--- src/rtl/ttu_pkg.sv ---
// ttu_pkg: shared types and constants for the text-to-unsigned parser
// holds the parse phase enum, the queued item struct and the character codes
// no dependencies
`default_nettype none

package ttu_pkg;

   localparam int RADIX_BITS  = 6;
   localparam int QUEUE_DEPTH = 4;
   localparam int QPTR_BITS   = $clog2(QUEUE_DEPTH);
   localparam int QCNT_BITS   = $clog2(QUEUE_DEPTH + 1);

   // character codes
   localparam logic [7:0] CHAR_SPACE   = 8'h20;
   localparam logic [7:0] CHAR_TAB     = 8'h09;
   localparam logic [7:0] CHAR_CR      = 8'h0D;
   localparam logic [7:0] CHAR_ZERO    = 8'h30;
   localparam logic [7:0] CHAR_NINE    = 8'h39;
   localparam logic [7:0] CHAR_UPPER_A = 8'h41;
   localparam logic [7:0] CHAR_UPPER_Z = 8'h5A;
   localparam logic [7:0] CHAR_LOWER_A = 8'h61;
   localparam logic [7:0] CHAR_LOWER_Z = 8'h7A;
   localparam logic [7:0] CHAR_LOWER_X = 8'h78;
   localparam logic [7:0] LETTER_BASE  = 8'd10;

   // radix codes
   localparam logic [RADIX_BITS-1:0] BASE_DETECT = 6'd0;
   localparam logic [RADIX_BITS-1:0] BASE_OCT    = 6'd8;
   localparam logic [RADIX_BITS-1:0] BASE_DEC    = 6'd10;
   localparam logic [RADIX_BITS-1:0] BASE_HEX    = 6'd16;

   // register index of the radix register
   localparam logic REG_RADIX = 1'b0;

   typedef enum logic [2:0] {
      PH_DONE,
      PH_SPACE,
      PH_ZERO0,
      PH_ZERO16,
      PH_DIGITS
   } phase_type;

   // one classified byte
   typedef struct packed {
      logic                  first;
      logic                  blank;
      logic                  zero;
      logic                  lower_x;
      logic                  alnum;
      logic [RADIX_BITS-1:0] dval;
      logic [RADIX_BITS-1:0] radix;
   } item_type;

   typedef struct packed {
      logic     valid;
      item_type item;
   } queue_port_type;

endpackage

`default_nettype wire

--- src/rtl/ttu_front.sv ---
// ttu_front: accepts input bytes and classifies them for the back end
// depends on ttu_pkg
`default_nettype none

module ttu_front (
   input  wire logic                           req_valid,
   output logic                                req_stall,
   input  wire logic [7:0]                     req_ch,
   input  wire logic                           req_first,
   input  wire logic [ttu_pkg::RADIX_BITS-1:0] radix,
   input  wire logic                           queue_full,
   output ttu_pkg::queue_port_type             push
);
   import ttu_pkg::*;

   item_type item;

   always_comb begin
      item         = '0;
      item.first   = req_first;
      item.radix   = radix;
      item.blank   = (req_ch == CHAR_SPACE) || (req_ch >= CHAR_TAB && req_ch <= CHAR_CR);
      item.zero    = (req_ch == CHAR_ZERO);
      item.lower_x = (req_ch == CHAR_LOWER_X);
      priority if (req_ch >= CHAR_ZERO && req_ch <= CHAR_NINE) begin
         item.alnum = 1'b1;
         item.dval  = RADIX_BITS'(req_ch - CHAR_ZERO);
      end else if (req_ch >= CHAR_UPPER_A && req_ch <= CHAR_UPPER_Z) begin
         item.alnum = 1'b1;
         item.dval  = RADIX_BITS'(req_ch - CHAR_UPPER_A + LETTER_BASE);
      end else if (req_ch >= CHAR_LOWER_A && req_ch <= CHAR_LOWER_Z) begin
         item.alnum = 1'b1;
         item.dval  = RADIX_BITS'(req_ch - CHAR_LOWER_A + LETTER_BASE);
      end else begin
         item.alnum = 1'b0;
         item.dval  = '0;
      end
   end

   assign req_stall  = queue_full;
   assign push.valid = req_valid & ~queue_full;
   assign push.item  = item;

endmodule

`default_nettype wire

--- src/rtl/ttu_queue.sv ---
// ttu_queue: small register queue of classified items between front and back
// depends on ttu_pkg
`default_nettype none

module ttu_queue (
   input  wire logic                    clock,
   input  wire logic                    reset,
   input  wire ttu_pkg::queue_port_type push,
   output logic                         full,
   output ttu_pkg::queue_port_type      head,
   input  wire logic                    pop
);
   import ttu_pkg::*;

   item_type               entries_ff [QUEUE_DEPTH];
   logic [QPTR_BITS-1:0]   wr_ptr_ff, wr_ptr_in;
   logic [QPTR_BITS-1:0]   rd_ptr_ff, rd_ptr_in;
   logic [QCNT_BITS-1:0]   count_ff, count_in;
   logic                   do_push, do_pop;

   assign full       = (count_ff == QCNT_BITS'(QUEUE_DEPTH));
   assign head.valid = (count_ff != '0);
   assign head.item  = entries_ff[rd_ptr_ff];

   assign do_push = push.valid & ~full;
   assign do_pop  = pop & head.valid;

   always_comb begin
      wr_ptr_in = do_push ? wr_ptr_ff + QPTR_BITS'(1) : wr_ptr_ff;
      rd_ptr_in = do_pop  ? rd_ptr_ff + QPTR_BITS'(1) : rd_ptr_ff;
      count_in  = count_ff;
      if (do_push && !do_pop) begin
         count_in = count_ff + QCNT_BITS'(1);
      end else if (do_pop && !do_push) begin
         count_in = count_ff - QCNT_BITS'(1);
      end
   end

   always_ff @(posedge clock) begin
      if (reset) begin
         wr_ptr_ff <= '0;
         rd_ptr_ff <= '0;
         count_ff  <= '0;
      end else begin
         wr_ptr_ff <= wr_ptr_in;
         rd_ptr_ff <= rd_ptr_in;
         count_ff  <= count_in;
      end
   end

   always_ff @(posedge clock) begin
      if (do_push) begin
         entries_ff[wr_ptr_ff] <= push.item;
      end
   end

endmodule

`default_nettype wire

--- src/rtl/ttu_back.sv ---
// ttu_back: parse state machine, multiply-add accumulator and result register
// depends on ttu_pkg
`default_nettype none

module ttu_back #(
   parameter int VALUE_BITS  = 32,
   parameter int OFFSET_BITS = 16
) (
   input  wire logic                    clock,
   input  wire logic                    reset,
   input  wire ttu_pkg::queue_port_type head,
   output logic                         pop,
   output logic                         rsp_valid,
   input  wire logic                    rsp_stall,
   output logic [VALUE_BITS-1:0]        rsp_value,
   output logic [OFFSET_BITS-1:0]       rsp_end_offset,
   output logic                         rsp_found_digits
);
   import ttu_pkg::*;

   phase_type              phase_ff, phase_in;
   logic [VALUE_BITS-1:0]  acc_ff, acc_in;
   logic [OFFSET_BITS-1:0] count_ff, count_in;
   logic                   seen_ff, seen_in;
   logic [RADIX_BITS-1:0]  base_ff, base_in;

   logic                   out_valid_ff, out_valid_in;
   logic [VALUE_BITS-1:0]  out_value_ff, out_value_in;
   logic [OFFSET_BITS-1:0] out_offset_ff, out_offset_in;
   logic                   out_found_ff, out_found_in;

   phase_type              cur_phase;
   logic [VALUE_BITS-1:0]  cur_acc;
   logic [OFFSET_BITS-1:0] cur_count, count_inc;
   logic                   cur_seen;
   logic [RADIX_BITS-1:0]  cur_base;
   logic                   do_step;
   logic                   take;
   logic                   emit;
   item_type               it;

   // a result may be loaded whenever the output register is free or drains now
   assign pop = head.valid & (~out_valid_ff | ~rsp_stall);
   assign it  = head.item;

   always_comb begin
      // a first byte restarts the parse with the current radix
      cur_phase = it.first ? PH_SPACE : phase_ff;
      cur_acc   = it.first ? '0 : acc_ff;
      cur_count = it.first ? '0 : count_ff;
      cur_seen  = it.first ? 1'b0 : seen_ff;
      cur_base  = it.first ? it.radix : base_ff;
      count_inc = (&cur_count) ? cur_count : cur_count + OFFSET_BITS'(1);

      phase_in = cur_phase;
      acc_in   = cur_acc;
      count_in = cur_count;
      seen_in  = cur_seen;
      base_in  = cur_base;
      do_step  = 1'b0;

      unique case (cur_phase)
         PH_SPACE: begin
            if (it.blank) begin
               count_in = count_inc;
            end else if (cur_base == BASE_DETECT) begin
               if (it.zero) begin
                  count_in = count_inc;
                  phase_in = PH_ZERO0;
               end else begin
                  base_in = BASE_DEC;
                  do_step = 1'b1;
               end
            end else if (cur_base == BASE_HEX && it.zero) begin
               seen_in  = 1'b1;
               count_in = count_inc;
               phase_in = PH_ZERO16;
            end else begin
               do_step = 1'b1;
            end
         end
         PH_ZERO0: begin
            if (it.lower_x) begin
               base_in  = BASE_HEX;
               count_in = count_inc;
               phase_in = PH_DIGITS;
            end else begin
               // the leading zero was an octal digit
               base_in = BASE_OCT;
               seen_in = 1'b1;
               do_step = 1'b1;
            end
         end
         PH_ZERO16: begin
            if (it.lower_x) begin
               // prefix alone does not count as digits
               seen_in  = 1'b0;
               count_in = count_inc;
               phase_in = PH_DIGITS;
            end else begin
               do_step = 1'b1;
            end
         end
         PH_DIGITS: begin
            do_step = 1'b1;
         end
         default: begin
            do_step = 1'b0;
         end
      endcase

      take = do_step & it.alnum & (it.dval < base_in);
      emit = do_step & ~take;

      if (take) begin
         acc_in   = VALUE_BITS'(cur_acc * VALUE_BITS'(base_in)) + VALUE_BITS'(it.dval);
         seen_in  = 1'b1;
         count_in = count_inc;
         phase_in = PH_DIGITS;
      end else if (emit) begin
         phase_in = PH_DONE;
      end

      out_value_in  = acc_in;
      out_offset_in = seen_in ? count_in : '0;
      out_found_in  = seen_in;

      if (pop && emit) begin
         out_valid_in = 1'b1;
      end else if (!rsp_stall) begin
         out_valid_in = 1'b0;
      end else begin
         out_valid_in = out_valid_ff;
      end
   end

   always_ff @(posedge clock) begin
      if (reset) begin
         phase_ff     <= PH_DONE;
         acc_ff       <= '0;
         count_ff     <= '0;
         seen_ff      <= 1'b0;
         base_ff      <= '0;
         out_valid_ff <= 1'b0;
      end else begin
         if (pop) begin
            phase_ff <= phase_in;
            acc_ff   <= acc_in;
            count_ff <= count_in;
            seen_ff  <= seen_in;
            base_ff  <= base_in;
         end
         out_valid_ff <= out_valid_in;
      end
   end

   always_ff @(posedge clock) begin
      if (pop && emit) begin
         out_value_ff  <= out_value_in;
         out_offset_ff <= out_offset_in;
         out_found_ff  <= out_found_in;
      end
   end

   assign rsp_valid        = out_valid_ff;
   assign rsp_value        = out_value_ff;
   assign rsp_end_offset   = out_offset_ff;
   assign rsp_found_digits = out_found_ff;

endmodule

`default_nettype wire

--- src/rtl/text_to_unsigned_parser.sv ---
// text_to_unsigned_parser: streaming text to unsigned integer parser, top level
// depends on ttu_pkg, ttu_front, ttu_queue and ttu_back
//
//   port group  direction  contents
//   req_        in         ch, first; handshake valid / stall
//   rsp_        out        value, end_offset, found_digits; handshake valid / stall
//   csr_        in / out   apb-style port, radix register at byte address 0
//
// one byte per cycle sustained while rsp_stall is low; the back end does at most one multiply-add per byte
// after its stop byte is accepted, a result passes through the queue and then the output register
// the front stalls only when the four-entry queue is full
// the back end holds while a finished result waits under rsp_stall
// synchronous reset clears the queue, parse phase, output valid and radix
`default_nettype none

module text_to_unsigned_parser #(
   parameter int VALUE_BITS  = 32,
   parameter int OFFSET_BITS = 16
) (
   input  wire logic                   clock,
   input  wire logic                   reset,

   input  wire logic                   req_valid,
   output logic                        req_stall,
   input  wire logic [7:0]             req_ch,
   input  wire logic                   req_first,

   output logic                        rsp_valid,
   input  wire logic                   rsp_stall,
   output logic [VALUE_BITS-1:0]       rsp_value,
   output logic [OFFSET_BITS-1:0]      rsp_end_offset,
   output logic                        rsp_found_digits,

   input  wire logic                   csr_psel,
   input  wire logic                   csr_penable,
   input  wire logic                   csr_pwrite,
   input  wire logic [2:0]             csr_paddr,
   input  wire logic [31:0]            csr_pwdata,
   output logic [31:0]                 csr_prdata,
   output logic                        csr_pready
);
   import ttu_pkg::*;

   logic [RADIX_BITS-1:0] radix_ff, radix_in;
   logic                  csr_write;
   logic                  queue_full;
   logic                  pop;
   queue_port_type        push;
   queue_port_type        head;

   assign csr_pready = 1'b1;
   assign csr_write  = csr_psel & csr_penable & csr_pwrite & csr_pready;
   assign radix_in   = (csr_write && csr_paddr[2] == REG_RADIX) ?
                       csr_pwdata[RADIX_BITS-1:0] : radix_ff;
   assign csr_prdata = (csr_paddr[2] == REG_RADIX) ? 32'(radix_ff) : '0;

   always_ff @(posedge clock) begin
      if (reset) begin
         radix_ff <= BASE_DETECT;
      end else begin
         radix_ff <= radix_in;
      end
   end

   ttu_front u_front (
      .req_valid  (req_valid),
      .req_stall  (req_stall),
      .req_ch     (req_ch),
      .req_first  (req_first),
      .radix      (radix_ff),
      .queue_full (queue_full),
      .push       (push)
   );

   ttu_queue u_queue (
      .clock (clock),
      .reset (reset),
      .push  (push),
      .full  (queue_full),
      .head  (head),
      .pop   (pop)
   );

   ttu_back #(
      .VALUE_BITS  (VALUE_BITS),
      .OFFSET_BITS (OFFSET_BITS)
   ) u_back (
      .clock            (clock),
      .reset            (reset),
      .head             (head),
      .pop              (pop),
      .rsp_valid        (rsp_valid),
      .rsp_stall        (rsp_stall),
      .rsp_value        (rsp_value),
      .rsp_end_offset   (rsp_end_offset),
      .rsp_found_digits (rsp_found_digits)
   );

endmodule

`default_nettype wire

--- config.mk ---
export PLATFORM = sky130hd
export DESIGN_NAME = text_to_unsigned_parser
export DESIGN_NICKNAME = d
export VERILOG_FILES = /design/src/rtl/ttu_pkg.sv /design/src/rtl/ttu_front.sv /design/src/rtl/ttu_queue.sv /design/src/rtl/ttu_back.sv /design/src/rtl/text_to_unsigned_parser.sv
export SDC_FILE = /design/constraint.sdc
export NUM_CORES = 1
export LEC_CHECK = 0
export ABC_CLOCK_PERIOD_IN_PS = 8500
export BUFFER_PORTS_ARGS = -buffer_cell sky130_fd_sc_hd__buf_2
export CORE_UTILIZATION = 40
export CTS_CLUSTER_SIZE = 8
export DETAILED_ROUTE_END_ITERATION = 7
export PLACE_DENSITY = 0.56
export SETUP_SLACK_MARGIN = 0.3
export SLEW_MARGIN = 40
export SYNTH_ARGS = -nofsm -noshare
export SYNTH_HDL_FRONTEND = slang
export SYNTH_SLANG_ARGS = --single-unit
export TNS_END_PERCENT = 1
--- constraint.sdc ---
create_clock -name clock -period 8.5 [get_ports clock]
set_clock_uncertainty 0.1 [all_clocks]
set_input_delay 0 -clock clock [delete_from_list [all_inputs] [get_ports clock]]
set_output_delay 0 -clock clock [all_outputs]
set_load 0.01 [all_outputs]
==> flow_summary.json <==
{
  "hold_violations": 0,
  "multi_input_area_mm2": 0.00833,
  "synth-edff-count": 117,
  "grt_pass1_wl_um": 54800,
  "p_clk_frac": 0.190,
  "die_area_mm2": 0.0355,
  "ys_ff_latch": 191,
  "placed_area_mm2": 0.0147,
  "grtUsageTotal": 0.197,
  "outcome": "finished, final reports clean",
  "place_inst": 1888,
  "io_buffer_count": 79,
  "cp_slowest_cell": "mux4_2",
  "clk_path_buf_depth": 2,
  "wirelength_um": 33400,
  "io_pins": 135,
  "gr-total-overflow": 0,
  "drv_cap": 0,
  "end_kind": "flop",
  "cp_slowest_stage_delay_ps": 550,
  "swShare": 0.459,
  "drtIter0Drc": 743,
  "stdcell_count": 1936,
  "vias_per_cell": 5.22,
  "rsz0062_at_grt": "no",
  "fin_crit_sh": 0.911,
  "ys_types": 79,
  "setup_tns_ps": 0,
  "synthToLayoutAreaGrowth_pct": 11.5,
  "cp.required_ps": 8600,
  "antenna_cells": 0,
  "drive_gt1_frac": 0.125,
  "layout_common_cells": "nor2_1 (268), nand2_1 (132), edfxtp_1 (117)",
  "p_comb_frac": 0.506,
  "die_x_um": 188,
  "wl_per_cell_um": 17.2,
  "rows": 67,
  "path_delay_family": "compound AO/OA/AOI/OAI gates",
  "internal_power_mw": 2.38,
  "critPathMaxFanout": 22,
  "cts_tree": "done",
  "cellLeakagePower_nw": 6.59,
  "path_clk_slew_ps": 100,
  "clock_sinks": 191,
  "setup_viol": 0,
  "drtPass1Iterations": 5,
  "fillers": 3255,
  "min_period_ps": 7740,
  "finalInstanceArea_mm2": 0.0155,
  "critPathArrivalTime_ps": 7850,
  "yosysWarningCount": 0,
  "synth_ff_type": "edfxtp_1",
  "final_common_cell": "nor2_1",
  "power_density_mw_per_mm2": 284,
  "htreeDepth": 4,
  "core_mm2": 0.0339,
  "regArea_mm2": 0.00499,
  "path_buf_inv": 6,
  "synthCells": 1401,
  "relSlewSlack": 0.382,
  "ir_worst_vdd_uv": 192,
  "antenna_found_initial": 0,
  "async_flop_share": 0,
  "gp_congestion": 0.849,
  "fin_util": 0.457,
  "start_kind": "flop",
  "ys_seq_area_frac": 0.359,
  "p_seq_frac": 0.305,
  "post-route-drc-count": 0,
  "syn-mean-instance-area_um2": 9.92,
  "root_buffer": "clkbuf_16",
  "grt_max_degree": 69,
  "synthesis.area_mm2": 0.0139,
  "hp-class": "in -> reg",
  "hpwl_um": 24100,
  "via_count": 10100,
  "final_antenna_net_count": 0,
  "nets": 1723,
  "start_util": 0.410,
  "fmax_mhz": 129,
  "p_switching_mw": 2.02,
  "clock_latency_ps": 480,
  "postCtsSetupRepairBufs": 0,
  "fp.dieH_um": 188,
  "min_from": "req_ch[0]",
  "slew_viol_final": 0,
  "crit_type": "reg -> reg",
  "first_global_vias": 10300,
  "numCtsBuffers": 17,
  "worst_pin_slew_ps": 919
}
-- metrics by stage --
| stage | setup slack (ps) | hold slack (ps) | total power [mW] |
|---|---|---|---|
| floorplan | 1390 | -53.6 | 2.91 |
| global placement | 650 | 128 | 3.56 |
| detailed placement | 686 | 141 | 3.59 |
| CTS | 609 | 46.8 | 4.45 |
| global route | 352 | 92.2 | 4.73 |
| finish | 757 | 77.7 | 4.40 |
-- worst min-delay path, delay by kind of cell --
family,cells,cell delay [ps]
multiplexers,1,210
buffers and inverters,2,240
-- path summary, 6_finish.rpt --
kind	endpoint	slack, ps	cells after the start
setup / recovery	u_back.rsp_value[31]$_DFFE_PP_	760	26
hold / removal	u_queue.entries_ff[0][6]$_DFFE_PP_	80	3
setup reg to reg	u_back.rsp_value[31]$_DFFE_PP_	760	26
hold reg to reg	u_back.acc_ff[22]$_SDFFE_PP0P_	360	2
-- cell usage after synthesis, drive strengths merged, types with 10 or more instances --
library cell	number	area share
mux2i	20	0.015
xnor2	33	0.021
a211oi	12	0.0077
nor2	269	0.073
ha	84	0.076
xor2	21	0.013
and2	12	0.0054
a21oi	81	0.030
o21ai	66	0.024
fa	113	0.16
nand2	132	0.036
mux4	17	0.028
clkbuf	37	0.010
nor3	23	0.0098
inv	64	0.017
buf	51	0.023
nor2b	13	0.0059
a21o	13	0.0070
edfxtp	117	0.25
dfxtp	74	0.11
a31oi	10	0.0045
nand3	26	0.0094
-- cells by family (layout without fill, tap and decap cells) --
family	Yosys count	in the layout	share of synthesized area
flops	191	191	0.359
simple gates	526	526	0.165
compound gates	240	240	0.109
buf+inv	152	214	0.0501
mux	39	39	0.0438
xor+xnor	54	54	0.0340
fa+ha+maj	197	197	0.238
other cells	2	27	0.000540
-- sequential cells by signal, summed over array words and instances, names as in the netlist, named ones only --
| name | cells |
|---|---|
| u_queue.rd_ptr_ff | 2 |
| u_queue.wr_ptr_ff | 2 |
| u_queue.count_ff | 3 |
| u_back.acc_ff | 32 |
| u_back.rsp_found_digits | 1 |
| u_back.rsp_end_offset | 16 |
| u_back.base_ff | 6 |
| radix_ff | 6 |
| u_back.rsp_value | 32 |
| u_back.rsp_valid | 1 |
| u_back.count_ff | 16 |
| u_back.seen_ff | 1 |
| u_back.phase_ff | 3 |
| u_queue.entries_ff | 68 |
-- power groups by stage --
stage / clock network [mW] / registers [mW] / logic [mW]
6_report: 0.834 / 1.34 / 2.23
3_5_place_dp: 0 / 1.36 / 2.23
3_3_place_gp: 0 / 1.36 / 2.20
2_1_floorplan: 0 / 1.41 / 1.50
5_1_grt: 0.888 / 1.37 / 2.47
4_1_cts: 0.852 / 1.34 / 2.25
-- layer usage --
| metal | vias up | share of wire | GRT usage |
|---|---|---|---|
| li1 | 4893 | - | - |
| met4 | 0 | 0.013 | 0.0521 |
| met2 | 189 | 0.48 | 0.325 |
| met5 | - | 0 | 0 |
| met3 | 27 | 0.036 | 0.0341 |
| met1 | 4998 | 0.47 | 0.269 |
-- timing repair --
| action | 4_1_cts | 5_1_grt |
|---|---|---|
| endpoints found under the hold margin | 50 | 0 |
| hold buffers | 16 | 0 |
| endpoints found under the setup margin | 0 | 2 |
| gates resized for setup | 0 | 2 |
-- final cells by class --
class | count | area share
clock buffer | 17 | 0.0275
multi-input combinational | 1083 | 0.538
sequential | 191 | 0.322
timing repair buffer | 118 | 0.0486
inverter | 64 | 0.0155
tap | 448 | 0.0362
clock inverter | 15 | 0.0120
No activity file was read; power rests on OpenSTA's default activity.
